<file path="src/hdl/integer_to_ascii_radix_unit_defines.svh">
// assertion macros shared by the integer to ascii radix unit
// expects signals named clock and reset in the module that uses them
`ifndef INTEGER_TO_ASCII_RADIX_UNIT_DEFINES_SVH
`define INTEGER_TO_ASCII_RADIX_UNIT_DEFINES_SVH
`ifndef SYNTHESIS
// antecedent implies consequent in the same cycle
`define ITOA_ASSERT_IMPL(label, ante, cons) \
   label: assert property (@(posedge clock) disable iff (reset) (ante) |-> (cons)) \
      else $error("itoa check failed");
// antecedent implies consequent in the next cycle
`define ITOA_ASSERT_NEXT(label, ante, cons) \
   label: assert property (@(posedge clock) disable iff (reset) (ante) |=> (cons)) \
      else $error("itoa check failed");
`else
`define ITOA_ASSERT_IMPL(label, ante, cons)
`define ITOA_ASSERT_NEXT(label, ante, cons)
`endif
`endif

</file>
<file path="src/hdl/itoa_pkg.sv">
// types, constants and helpers for the integer to ascii radix unit
// no dependencies
package itoa_pkg;

   // field widths
   localparam int VALUE_BITS = 64;
   localparam int IN_VALUE_W = 64;
   localparam int RADIX_W    = 6;
   localparam int CHAR_W     = 8;
   localparam int DIGIT_W    = RADIX_W;

   // radix limits and characters
   localparam logic [RADIX_W-1:0] RADIX_MIN = 6'd2;
   localparam logic [RADIX_W-1:0] RADIX_MAX = 6'd36;
   localparam logic [RADIX_W-1:0] RADIX_DEC = 6'd10;
   localparam logic [CHAR_W-1:0]  CHAR_ZERO  = 8'h30;
   localparam logic [CHAR_W-1:0]  CHAR_A     = 8'h61;
   localparam logic [CHAR_W-1:0]  CHAR_MINUS = 8'h2d;

   // divider: quotient bits retired per cycle and derived sizes
   localparam int BITS_PER_STEP = 8;
   localparam int DIV_STEPS     = (VALUE_BITS + BITS_PER_STEP - 1) / BITS_PER_STEP;
   localparam int PAD_W         = DIV_STEPS * BITS_PER_STEP;
   localparam int STEP_W        = (DIV_STEPS > 1) ? $clog2(DIV_STEPS) : 1;
   localparam int CNT_W         = $clog2(VALUE_BITS + 1);
   localparam int ADDR_W        = $clog2(VALUE_BITS);

   // queue between front and back
   localparam int QUEUE_DEPTH = 2;
   localparam int QPTR_W      = $clog2(QUEUE_DEPTH);
   localparam int QCNT_W      = $clog2(QUEUE_DEPTH + 1);

   typedef struct packed {
      logic [VALUE_BITS-1:0] mag;
      logic [RADIX_W-1:0]    radix;
      logic                  neg;
   } queue_entry_type;

   typedef struct packed {
      logic full;
      logic empty;
   } queue_status_type;

   typedef enum logic [2:0] {
      BK_IDLE,
      BK_SIGN,
      BK_DIVIDE,
      BK_READ,
      BK_EMIT
   } back_state_type;

   // remainder to ascii digit
   function automatic logic [CHAR_W-1:0] digit_char(input logic [DIGIT_W-1:0] d);
      logic [CHAR_W-1:0] wide;
      wide = CHAR_W'(d);
      if (d < DIGIT_W'(10)) begin
         return CHAR_ZERO + wide;
      end
      return CHAR_A + wide - CHAR_W'(10);
   endfunction

endpackage

</file>
<file path="src/hdl/itoa_if.sv">
// valid/ready channel interfaces for number requests and character responses
// depends on itoa_pkg
interface itoa_req_if;
   import itoa_pkg::*;
   logic                  valid;
   logic                  ready;
   logic [IN_VALUE_W-1:0] value;
   logic [RADIX_W-1:0]    radix;
   logic                  mode;

   modport source (output valid, output value, output radix, output mode, input ready);
   modport sink   (input valid, input value, input radix, input mode, output ready);
endinterface

interface itoa_rsp_if;
   import itoa_pkg::*;
   logic              valid;
   logic              ready;
   logic [CHAR_W-1:0] character;
   logic              last;

   modport source (output valid, output character, output last, input ready);
   modport sink   (input valid, input character, input last, output ready);
endinterface

</file>
<file path="src/hdl/itoa_queue.sv">
// two-entry queue of classified items between front and back
// depends on itoa_pkg
module itoa_queue (
   input  logic                       clock,
   input  logic                       reset,
   input  logic                       push,
   input  itoa_pkg::queue_entry_type  push_entry,
   input  logic                       pop,
   output itoa_pkg::queue_entry_type  head,
   output itoa_pkg::queue_status_type status
);
   import itoa_pkg::*;

   queue_entry_type         slots_ff [QUEUE_DEPTH];
   logic [QPTR_W-1:0]       wr_ptr_ff, wr_ptr_in;
   logic [QPTR_W-1:0]       rd_ptr_ff, rd_ptr_in;
   logic [QCNT_W-1:0]       count_ff, count_in;
   logic                    do_push, do_pop;

   // status and handshake qualification
   always_comb begin
      status.full  = (count_ff == QCNT_W'(QUEUE_DEPTH));
      status.empty = (count_ff == '0);
      do_push      = push && !status.full;
      do_pop       = pop && !status.empty;
      head         = slots_ff[rd_ptr_ff];
   end

   // pointer and fill count update
   always_comb begin
      wr_ptr_in = wr_ptr_ff;
      rd_ptr_in = rd_ptr_ff;
      count_in  = count_ff;
      if (do_push) begin
         wr_ptr_in = (wr_ptr_ff == QPTR_W'(QUEUE_DEPTH - 1)) ? '0 : wr_ptr_ff + 1'b1;
      end
      if (do_pop) begin
         rd_ptr_in = (rd_ptr_ff == QPTR_W'(QUEUE_DEPTH - 1)) ? '0 : rd_ptr_ff + 1'b1;
      end
      if (do_push && !do_pop) begin
         count_in = count_ff + 1'b1;
      end else if (do_pop && !do_push) begin
         count_in = count_ff - 1'b1;
      end
   end

   always_ff @(posedge clock) begin
      if (reset) begin
         wr_ptr_ff <= '0;
         rd_ptr_ff <= '0;
         count_ff  <= '0;
      end else begin
         wr_ptr_ff <= wr_ptr_in;
         rd_ptr_ff <= rd_ptr_in;
         count_ff  <= count_in;
      end
   end

   // payload storage
   always_ff @(posedge clock) begin
      if (do_push) begin
         slots_ff[wr_ptr_ff] <= push_entry;
      end
   end

endmodule

</file>
<file path="src/hdl/itoa_front.sv">
// front end: accepts items, clamps the radix, resolves sign and magnitude
// depends on itoa_pkg and itoa_if
module itoa_front (
   itoa_req_if.sink                   req_if,
   input  itoa_pkg::queue_status_type status,
   output logic                       push,
   output itoa_pkg::queue_entry_type  push_entry
);
   import itoa_pkg::*;

   logic [VALUE_BITS-1:0] value_low;
   logic [RADIX_W-1:0]    radix_clamped;
   logic                  negative;

   // classify the incoming item
   always_comb begin
      value_low = req_if.value[VALUE_BITS-1:0];
      if (req_if.radix < RADIX_MIN) begin
         radix_clamped = RADIX_MIN;
      end else if (req_if.radix > RADIX_MAX) begin
         radix_clamped = RADIX_MAX;
      end else begin
         radix_clamped = req_if.radix;
      end
      negative = req_if.mode && (radix_clamped == RADIX_DEC) && value_low[VALUE_BITS-1];
   end

   // build queue entry, two's complement negate wraps for the minimum value
   always_comb begin
      push_entry.mag   = negative ? (~value_low + 1'b1) : value_low;
      push_entry.radix = radix_clamped;
      push_entry.neg   = negative;
      push             = req_if.valid;
      req_if.ready     = !status.full;
   end

endmodule

</file>
<file path="src/hdl/itoa_back.sv">
// back end: digit divider, digit stack memory and character output register
// depends on itoa_pkg, itoa_if and the assertion macro header
`include "integer_to_ascii_radix_unit_defines.svh"
module itoa_back (
   input  logic                       clock,
   input  logic                       reset,
   input  itoa_pkg::queue_entry_type  head,
   input  itoa_pkg::queue_status_type status,
   output logic                       pop,
   itoa_rsp_if.source                 rsp_if
);
   import itoa_pkg::*;

   back_state_type        state_ff, state_in;
   logic [PAD_W-1:0]      quo_ff, quo_in;
   logic [RADIX_W-1:0]    radix_ff, radix_in;
   logic [RADIX_W-1:0]    rem_ff, rem_in;
   logic [STEP_W-1:0]     step_ff, step_in;
   logic [CNT_W-1:0]      cnt_ff, cnt_in;
   logic                  out_valid_ff, out_valid_in;
   logic [CHAR_W-1:0]     char_ff, char_in;
   logic                  last_ff, last_in;

   logic [DIGIT_W-1:0]    digit_mem [VALUE_BITS];
   logic [DIGIT_W-1:0]    rd_data_ff;
   logic [ADDR_W-1:0]     wr_addr, rd_addr;
   logic                  wr_en;

   logic [PAD_W-1:0]      div_quo;
   logic [RADIX_W-1:0]    div_rem;
   logic                  step_done;
   logic                  quo_zero;
   logic                  slot_free;
   logic                  last_digit;

   // one step of restoring division, BITS_PER_STEP quotient bits per cycle
   always_comb begin
      logic [PAD_W-1:0]   work_q;
      logic [RADIX_W:0]   trial;
      logic [RADIX_W-1:0] work_r;
      work_q = quo_ff;
      work_r = rem_ff;
      for (int i = 0; i < BITS_PER_STEP; i++) begin
         trial  = {work_r, work_q[PAD_W-1]};
         work_q = {work_q[PAD_W-2:0], 1'b0};
         if (trial >= {1'b0, radix_ff}) begin
            trial     = trial - {1'b0, radix_ff};
            work_q[0] = 1'b1;
         end
         work_r = trial[RADIX_W-1:0];
      end
      div_quo = work_q;
      div_rem = work_r;
   end

   // shared status terms
   always_comb begin
      step_done  = (step_ff == STEP_W'(DIV_STEPS - 1));
      quo_zero   = (div_quo == '0);
      slot_free  = !out_valid_ff || rsp_if.ready;
      last_digit = (cnt_ff == CNT_W'(1));
      wr_addr    = cnt_ff[ADDR_W-1:0];
      rd_addr    = ADDR_W'(cnt_ff - 1'b1);
   end

   // next state
   always_comb begin
      state_in = state_ff;
      unique case (state_ff)
         BK_IDLE: begin
            if (!status.empty) begin
               state_in = head.neg ? BK_SIGN : BK_DIVIDE;
            end
         end
         BK_SIGN: begin
            if (slot_free) begin
               state_in = BK_DIVIDE;
            end
         end
         BK_DIVIDE: begin
            if (step_done && quo_zero) begin
               state_in = BK_READ;
            end
         end
         BK_READ: begin
            state_in = BK_EMIT;
         end
         BK_EMIT: begin
            if (slot_free) begin
               state_in = last_digit ? BK_IDLE : BK_READ;
            end
         end
         default: begin
            state_in = BK_IDLE;
         end
      endcase
   end

   // datapath and output register controls
   always_comb begin
      pop          = 1'b0;
      wr_en        = 1'b0;
      quo_in       = quo_ff;
      radix_in     = radix_ff;
      rem_in       = rem_ff;
      step_in      = step_ff;
      cnt_in       = cnt_ff;
      out_valid_in = out_valid_ff && !rsp_if.ready;
      char_in      = char_ff;
      last_in      = last_ff;
      unique case (state_ff)
         BK_IDLE: begin
            if (!status.empty) begin
               pop      = 1'b1;
               quo_in   = PAD_W'(head.mag);
               radix_in = head.radix;
               rem_in   = '0;
               step_in  = '0;
               cnt_in   = '0;
            end
         end
         BK_SIGN: begin
            if (slot_free) begin
               out_valid_in = 1'b1;
               char_in      = CHAR_MINUS;
               last_in      = 1'b0;
            end
         end
         BK_DIVIDE: begin
            quo_in  = div_quo;
            rem_in  = div_rem;
            step_in = step_ff + 1'b1;
            if (step_done) begin
               wr_en   = 1'b1;
               cnt_in  = cnt_ff + 1'b1;
               rem_in  = '0;
               step_in = '0;
            end
         end
         BK_READ: begin
         end
         BK_EMIT: begin
            if (slot_free) begin
               out_valid_in = 1'b1;
               char_in      = digit_char(rd_data_ff);
               last_in      = last_digit;
               cnt_in       = cnt_ff - 1'b1;
            end
         end
         default: begin
         end
      endcase
   end

   // control registers
   always_ff @(posedge clock) begin
      if (reset) begin
         state_ff     <= BK_IDLE;
         out_valid_ff <= 1'b0;
         cnt_ff       <= '0;
         step_ff      <= '0;
      end else begin
         state_ff     <= state_in;
         out_valid_ff <= out_valid_in;
         cnt_ff       <= cnt_in;
         step_ff      <= step_in;
      end
   end

   // payload registers
   always_ff @(posedge clock) begin
      quo_ff   <= quo_in;
      radix_ff <= radix_in;
      rem_ff   <= rem_in;
      char_ff  <= char_in;
      last_ff  <= last_in;
   end

   // digit stack, least significant digit at address zero
   always_ff @(posedge clock) begin
      if (wr_en) begin
         digit_mem[wr_addr] <= div_rem;
      end
      rd_data_ff <= digit_mem[rd_addr];
   end

   always_comb begin
      rsp_if.valid     = out_valid_ff;
      rsp_if.character = char_ff;
      rsp_if.last      = last_ff;
   end

   // checks
   `ITOA_ASSERT_IMPL(a_rem_below_radix, state_ff == BK_DIVIDE, rem_ff < radix_ff)
   `ITOA_ASSERT_IMPL(a_radix_in_range, state_ff == BK_DIVIDE, radix_ff >= RADIX_MIN && radix_ff <= RADIX_MAX)
   `ITOA_ASSERT_IMPL(a_digit_count_bound, 1'b1, cnt_ff <= CNT_W'(VALUE_BITS))
   `ITOA_ASSERT_IMPL(a_emit_has_digits, state_ff == BK_READ || state_ff == BK_EMIT, cnt_ff != '0)

endmodule

</file>
<file path="src/hdl/integer_to_ascii_radix_unit.sv">
// Integer to ASCII conversion in radix 2 to 36.
//
// req_if carries one number per item: value, radix and mode. A radix below
// 2 acts as 2 and one above 36 acts as 36. With mode set and radix 10 a
// negative value produces a leading '-' followed by its magnitude.
// rsp_if carries one ASCII character per item, most significant digit first,
// with last set on the final character of each number.
// The front end classifies an item in the cycle it is taken and puts it in a
// two-entry queue, so up to two numbers are accepted while one is printing.
// The back end divides by the radix retiring 8 quotient bits per cycle,
// writes each digit to a stack memory, then sends each character through a
// registered memory read and then the output register.
// A stalled receiver holds the output register; the back end waits on it,
// and the queue fills before req_if.ready drops.
// Reset (synchronous, active high) empties the queue and output register.
// depends on itoa_pkg, itoa_if, itoa_front, itoa_queue and itoa_back
module integer_to_ascii_radix_unit (
   input  logic       clock,
   input  logic       reset,
   itoa_req_if.sink   req_if,
   itoa_rsp_if.source rsp_if
);
   import itoa_pkg::*;

   logic             push;
   logic             pop;
   queue_entry_type  push_entry;
   queue_entry_type  head;
   queue_status_type status;

   // accept and classify
   itoa_front u_front (
      .req_if     (req_if),
      .status     (status),
      .push       (push),
      .push_entry (push_entry)
   );

   // decoupling queue
   itoa_queue u_queue (
      .clock      (clock),
      .reset      (reset),
      .push       (push),
      .push_entry (push_entry),
      .pop        (pop),
      .head       (head),
      .status     (status)
   );

   // digit generation and output
   itoa_back u_back (
      .clock  (clock),
      .reset  (reset),
      .head   (head),
      .status (status),
      .pop    (pop),
      .rsp_if (rsp_if)
   );

endmodule
</file>
<file path="src/flat_wrapper.sv">
// flat-port wrapper written by rule: the top's interface ports become plain ports
module integer_to_ascii_radix_unit_flat import itoa_pkg::*;
  (clock, reset, req_if_valid, req_if_value, req_if_radix, req_if_mode, req_if_ready, rsp_if_valid, rsp_if_character, rsp_if_last, rsp_if_ready);
  itoa_req_if req_if_i ();
  itoa_rsp_if rsp_if_i ();
  input  logic clock;
  input  logic reset;
  input wire logic [$bits(req_if_i.valid)-1:0] req_if_valid;
  input wire logic [$bits(req_if_i.value)-1:0] req_if_value;
  input wire logic [$bits(req_if_i.radix)-1:0] req_if_radix;
  input wire logic [$bits(req_if_i.mode)-1:0] req_if_mode;
  output wire logic [$bits(req_if_i.ready)-1:0] req_if_ready;
  output wire logic [$bits(rsp_if_i.valid)-1:0] rsp_if_valid;
  output wire logic [$bits(rsp_if_i.character)-1:0] rsp_if_character;
  output wire logic [$bits(rsp_if_i.last)-1:0] rsp_if_last;
  input wire logic [$bits(rsp_if_i.ready)-1:0] rsp_if_ready;
  assign req_if_i.valid = req_if_valid;
  assign req_if_i.value = req_if_value;
  assign req_if_i.radix = req_if_radix;
  assign req_if_i.mode = req_if_mode;
  assign req_if_ready = req_if_i.ready;
  assign rsp_if_valid = rsp_if_i.valid;
  assign rsp_if_character = rsp_if_i.character;
  assign rsp_if_last = rsp_if_i.last;
  assign rsp_if_i.ready = rsp_if_ready;
  integer_to_ascii_radix_unit u_core (.clock(clock), .reset(reset), .req_if(req_if_i), .rsp_if(rsp_if_i));
endmodule
</file>
<file path="config.mk">
export PLATFORM = sky130hd
export DESIGN_NAME = integer_to_ascii_radix_unit_flat
export DESIGN_NICKNAME = d
export VERILOG_FILES = /design/src/hdl/itoa_pkg.sv /design/src/hdl/itoa_if.sv /design/src/hdl/itoa_queue.sv /design/src/hdl/itoa_front.sv /design/src/hdl/itoa_back.sv /design/src/hdl/integer_to_ascii_radix_unit.sv /design/src/flat_wrapper.sv
export VERILOG_INCLUDE_DIRS = /design/src /design/src/hdl
export SDC_FILE = /design/constraint.sdc
export NUM_CORES = 1
export LEC_CHECK = 0
export BUFFER_PORTS_ARGS = -buffer_cell sky130_fd_sc_hd__buf_4
export CORE_AREA = 2 2 220 222
export CTS_CLUSTER_SIZE = 24
export DETAILED_ROUTE_END_ITERATION = 7
export DIE_AREA = 0 0 222 224
export GPL_TIMING_DRIVEN = 0
export PLACE_DENSITY = 0.88
export SETUP_SLACK_MARGIN = 0.3
export SYNTH_ARGS = -nofsm -noshare
export SYNTH_HDL_FRONTEND = slang
export SYNTH_HIERARCHICAL = 1
export SYNTH_SLANG_ARGS = --single-unit
</file>
<file path="constraint.sdc">
create_clock -name clock -period 23.7 [get_ports clock]
set_input_delay 1.185 -clock clock [delete_from_list [all_inputs] [get_ports clock]]
set_output_delay 1.185 -clock clock [all_outputs]
set_load 0.02 [all_outputs]
</file>
==> summary.txt <==
Timing
  – Relative max-transition margin: between 10% and 20%
  – Final setup violating endpoints: 0
  – Hold violation count in the final report: 0
  – Post-Route Skew: 0.0586 ns
  – Setup repair after global routing missed its margin: yes
  – Worst slack on hold paths: between 0.4 and 0.5 ns
  – Minimum period implied by the final worst setup slack: 22.40 ns
  – Share of the clock period used by the worst path after layout: between 90% and 100%
  – Worst Tran Pin Value: about 1.3 ns
  – PnR worst setup slack: 1.30 ns
  – Final slew viol count: 0
  – Maximum frequency from static timing analysis: 0.0446 GHz

Floorplanning
  – Row count: 80
  – Full die area: roughly 50000 um^2
  – Total core area: ~47000 um^2
  – Die width: around 220 um
  – Die boundary height: about 220 um
  – Starting density of the core: 62.3%
  – Number of placed I/O pins: 86

Final layout
  – Relative area change from synthesis to final layout: 12.3%
  – Final non-filler cell total: around 2800
  – Final layout net count: around 2300
  – N_diodes: 0
  – Fraction of final layout cells sized beyond drive strength 1: between 20% and 30%

Min path
  – Hold Crit Class: flip-flop to flip-flop
  – Hold path cells: 2

Global routing
  – Via count of the first global-routing pass: about 19000
  – Global Route Usage Sum: between 30% and 40%
  – First-pass GRT wire length: 114000 um
  – Total grt overflow: 0
  – Antenna violations before repair: 1
  – Pin count of the biggest net entering global routing: just over 70

Yosys
  – Prevailing post-synth register cell: sky130_fd_sc_hd__edfxtp_1
  – Cells after Synth: 1999
  – Post-Synthesis Mean Instance Area: about 15 um^2
  – YS warnings: 6
  – Seq/Total Area, Yosys: 63.9%
  – Async set-reset flop share out of synthesis: 0%
  – Netlist area before placement: approximately 30000 um^2
  – Cell type with the largest total area after synthesis: sky130_fd_sc_hd__edfxtp_1
  – Register bit total from synthesis: 636
  – Syn_nets: 2142
  – Count of flip-flops with a built-in enable after synthesis: 611
  – Proportion of netlist area held by the largest area contributor: between 60 and 70%
  – Count of cell types in the netlist: 82
  – Synth top area cells: sky130_fd_sc_hd__edfxtp_1, sky130_fd_sc_hd__mux4_2, sky130_fd_sc_hd__nand2_1

Setup path
  – Type of element launching the critical path: flip-flop
  – Signal arrival time at the worst endpoint: between 20 and 25 ns
  – Setup CP Type: flip-flop to flip-flop
  – Crit path largest cell delay: around 0.76 ns
  – Most repeated library cell on the critical path: sky130_fd_sc_hd__o21ai_0
  – R2r worst-path depth: ~80
  – Highest-delay cell along the critical path: sky130_fd_sc_hd__edfxtp_1
  – Critical path fanouts, max: 22
  – Type of element capturing the critical path: flip-flop
  – Required time of the worst setup path: ~24 ns

Place
  – Hpwl dp: between 40000 and 50000 um
  – Final weighted congestion of routability-driven global placement: between 0.9 and 1
  – Setup Slack @ Placement: 2.06 ns
  – Total instance count after detailed placement: approximately 2700
  – Count of port buffers added during placement: 83

CTS
  – Bufs on Longest Clock Path: 3
  – Number of buffers created by CTS: 60
  – Number of sinks on the clock net: roughly 640
  – Root cell of the clock tree: sky130_fd_sc_hd__clkbuf_16
  – CTS tree: done
  – Register clock-pin slew on the reported worst setup and hold paths: roughly 0.06 ns
  – Clk_lat worst skew: approximately 0.66 ns
  – CTS H-Tree Depth: 2

Drt
  – Count of nets left with antenna violations after detail routing: 0
  – Initial DRC Count: ~3200
  – DRC viols: 35
  – Average routed wire per standard cell: around 27 um
  – Total iterations of the first detailed-routing run: 8
  – Detailed-route wire length: roughly 76000 um
  – Total number of vias: approximately 19000
  – DR vias/cell: 6.85

Run status
  – Violations in the final reports: design-rule violations
  – Status: complete, but fails checks

Job
  – Max-capacitance violation count: 0
[cell usage after synthesis (12+ instances only)]
master,count
sky130_fd_sc_hd__buf_1,14
sky130_fd_sc_hd__ha_1,60
sky130_fd_sc_hd__inv_1,58
sky130_fd_sc_hd__mux2i_1,17
sky130_fd_sc_hd__xnor2_1,43
sky130_fd_sc_hd__edfxtp_1,611
sky130_fd_sc_hd__dfxtp_1,25
sky130_fd_sc_hd__nor2b_1,20
sky130_fd_sc_hd__mux2_2,78
sky130_fd_sc_hd__clkbuf_1,58
sky130_fd_sc_hd__mux4_2,126
sky130_fd_sc_hd__or3_1,12
sky130_fd_sc_hd__nand2_1,238
sky130_fd_sc_hd__o21ai_0,53
sky130_fd_sc_hd__nand2b_1,12
sky130_fd_sc_hd__a21oi_1,60
sky130_fd_sc_hd__nor2_1,152
sky130_fd_sc_hd__a31oi_1,18
sky130_fd_sc_hd__nand4_1,16
sky130_fd_sc_hd__nor4_1,28
sky130_fd_sc_hd__xor2_1,50
sky130_fd_sc_hd__nor3_1,34
sky130_fd_sc_hd__nand3_1,21
sky130_fd_sc_hd__a21o_1,15
[metal layers]
layer	share of wire, %	global-route usage, %	vias to the layer above
met1	35	39.4	9338
li1	-	-	7985
met2	48	50.0	1592
met5	0.017	0	-
met4	5.4	14.5	2
met3	13	7.44	381
[logic make-up after synthesis]
family	after synthesis	share of synthesized area, %
AND/OR/NAND/NOR	586	9.19
buffers and inverters	146	2.02
AO/OA/AOI/OAI	247	5.75
multiplexers	222	13.2
XOR/XNOR	93	2.76
adder cells (fa/ha/maj)	69	3.12
flip-flops	636	63.9
[what timing repair did]
item | in CTS | in global routing
resized for setup | 0 | 2
hold buffers | 0 | 0
endpoints found under the setup margin | 0 | 140
buffers inserted | 0 | 0
[through the flow]
step / util (%) / setup TNS [ns] / area (um^2)
after global placement: 65.2 / -16.05 / 30900
after detailed placement: 65.5 / 0 / 31000
final: 69.9 / 0 / 33100
after global routing: 69.9 / 0 / 33100
after CTS: 69.8 / 0 / 33100
after floorplan: - / 0 / 29500
[area by class of cell]
type,count,area (um^2)
Sequential cell,636,18800
Fill cell,2752,14200
Multi-Input combinational cell,1218,10100
Clock buffer,75,1630
Tap cell,615,769
Timing Repair Buffer,90,753
Clock inverter,38,409
Buffer,88,379
Inverter,58,220
[sequential cells by signal, indices dropped and copies added, names as in the netlist, named ones only]
name                            flops
u_core/u_back/digit_mem           384
u_core/u_queue/slots_ff           142
u_core/u_back/quo_ff               64
u_core/u_back/rsp_if.character      8
u_core/u_back/cnt_ff                7
u_core/u_back/radix_ff              6
u_core/u_back/rd_data_ff            6
u_core/u_back/rem_ff                6
u_core/u_back/state_ff              3
u_core/u_back/step_ff               3
u_core/u_queue/count_ff             2
u_core/u_back/rsp_if.last           1
u_core/u_back/rsp_if.valid          1
u_core/u_queue/rd_ptr_ff            1
u_core/u_queue/wr_ptr_ff            1
[critical path, delay by kind of cell (launching register included)]
kind,cells,cell delay (ns)
compound gates,41,11.49
simple gates,18,3.55
fa+ha+maj,8,2.73
buf+inv,8,2.04
mux,3,1.61
flops,1,0.76
[worst paths after layout]
kind | slack [ns] | startpoint | end
worst max-delay path | 1.30 | u_core/u_back/radix_ff[1] | u_core/u_back/digit_mem[30][0]
worst min register to register | 0.50 | u_core/u_queue/wr_ptr_ff | u_core/u_queue/wr_ptr_ff
worst max register to register | 1.30 | u_core/u_back/radix_ff[1] | u_core/u_back/digit_mem[30][0]
worst min-delay path | 0.50 | u_core/u_queue/wr_ptr_ff | u_core/u_queue/wr_ptr_ff
[cell usage in the layout, fill, tap and decap left out, drive strengths merged, types with 21 or more instances in the layout]
master  Yosys  routed
edfxtp    611     611
ha         60      60
clkbuf     58     133
nor3       34      34
dfxtp      25      25
nand3      21      21
inv        58      62
a21oi      60      60
nand2     238     238
mux4      126     126
nor4       29      29
buf        30     120
nor2      154     154
mux2       79      79
clkinv      0      22
xnor2      43      43
o21ai      56      56
xor2       50      50
nor2b      22      22
Power is left out: the tool's default activity adds up to more than one toggle a clock period on the data nets, which glitch-free logic cannot reach.
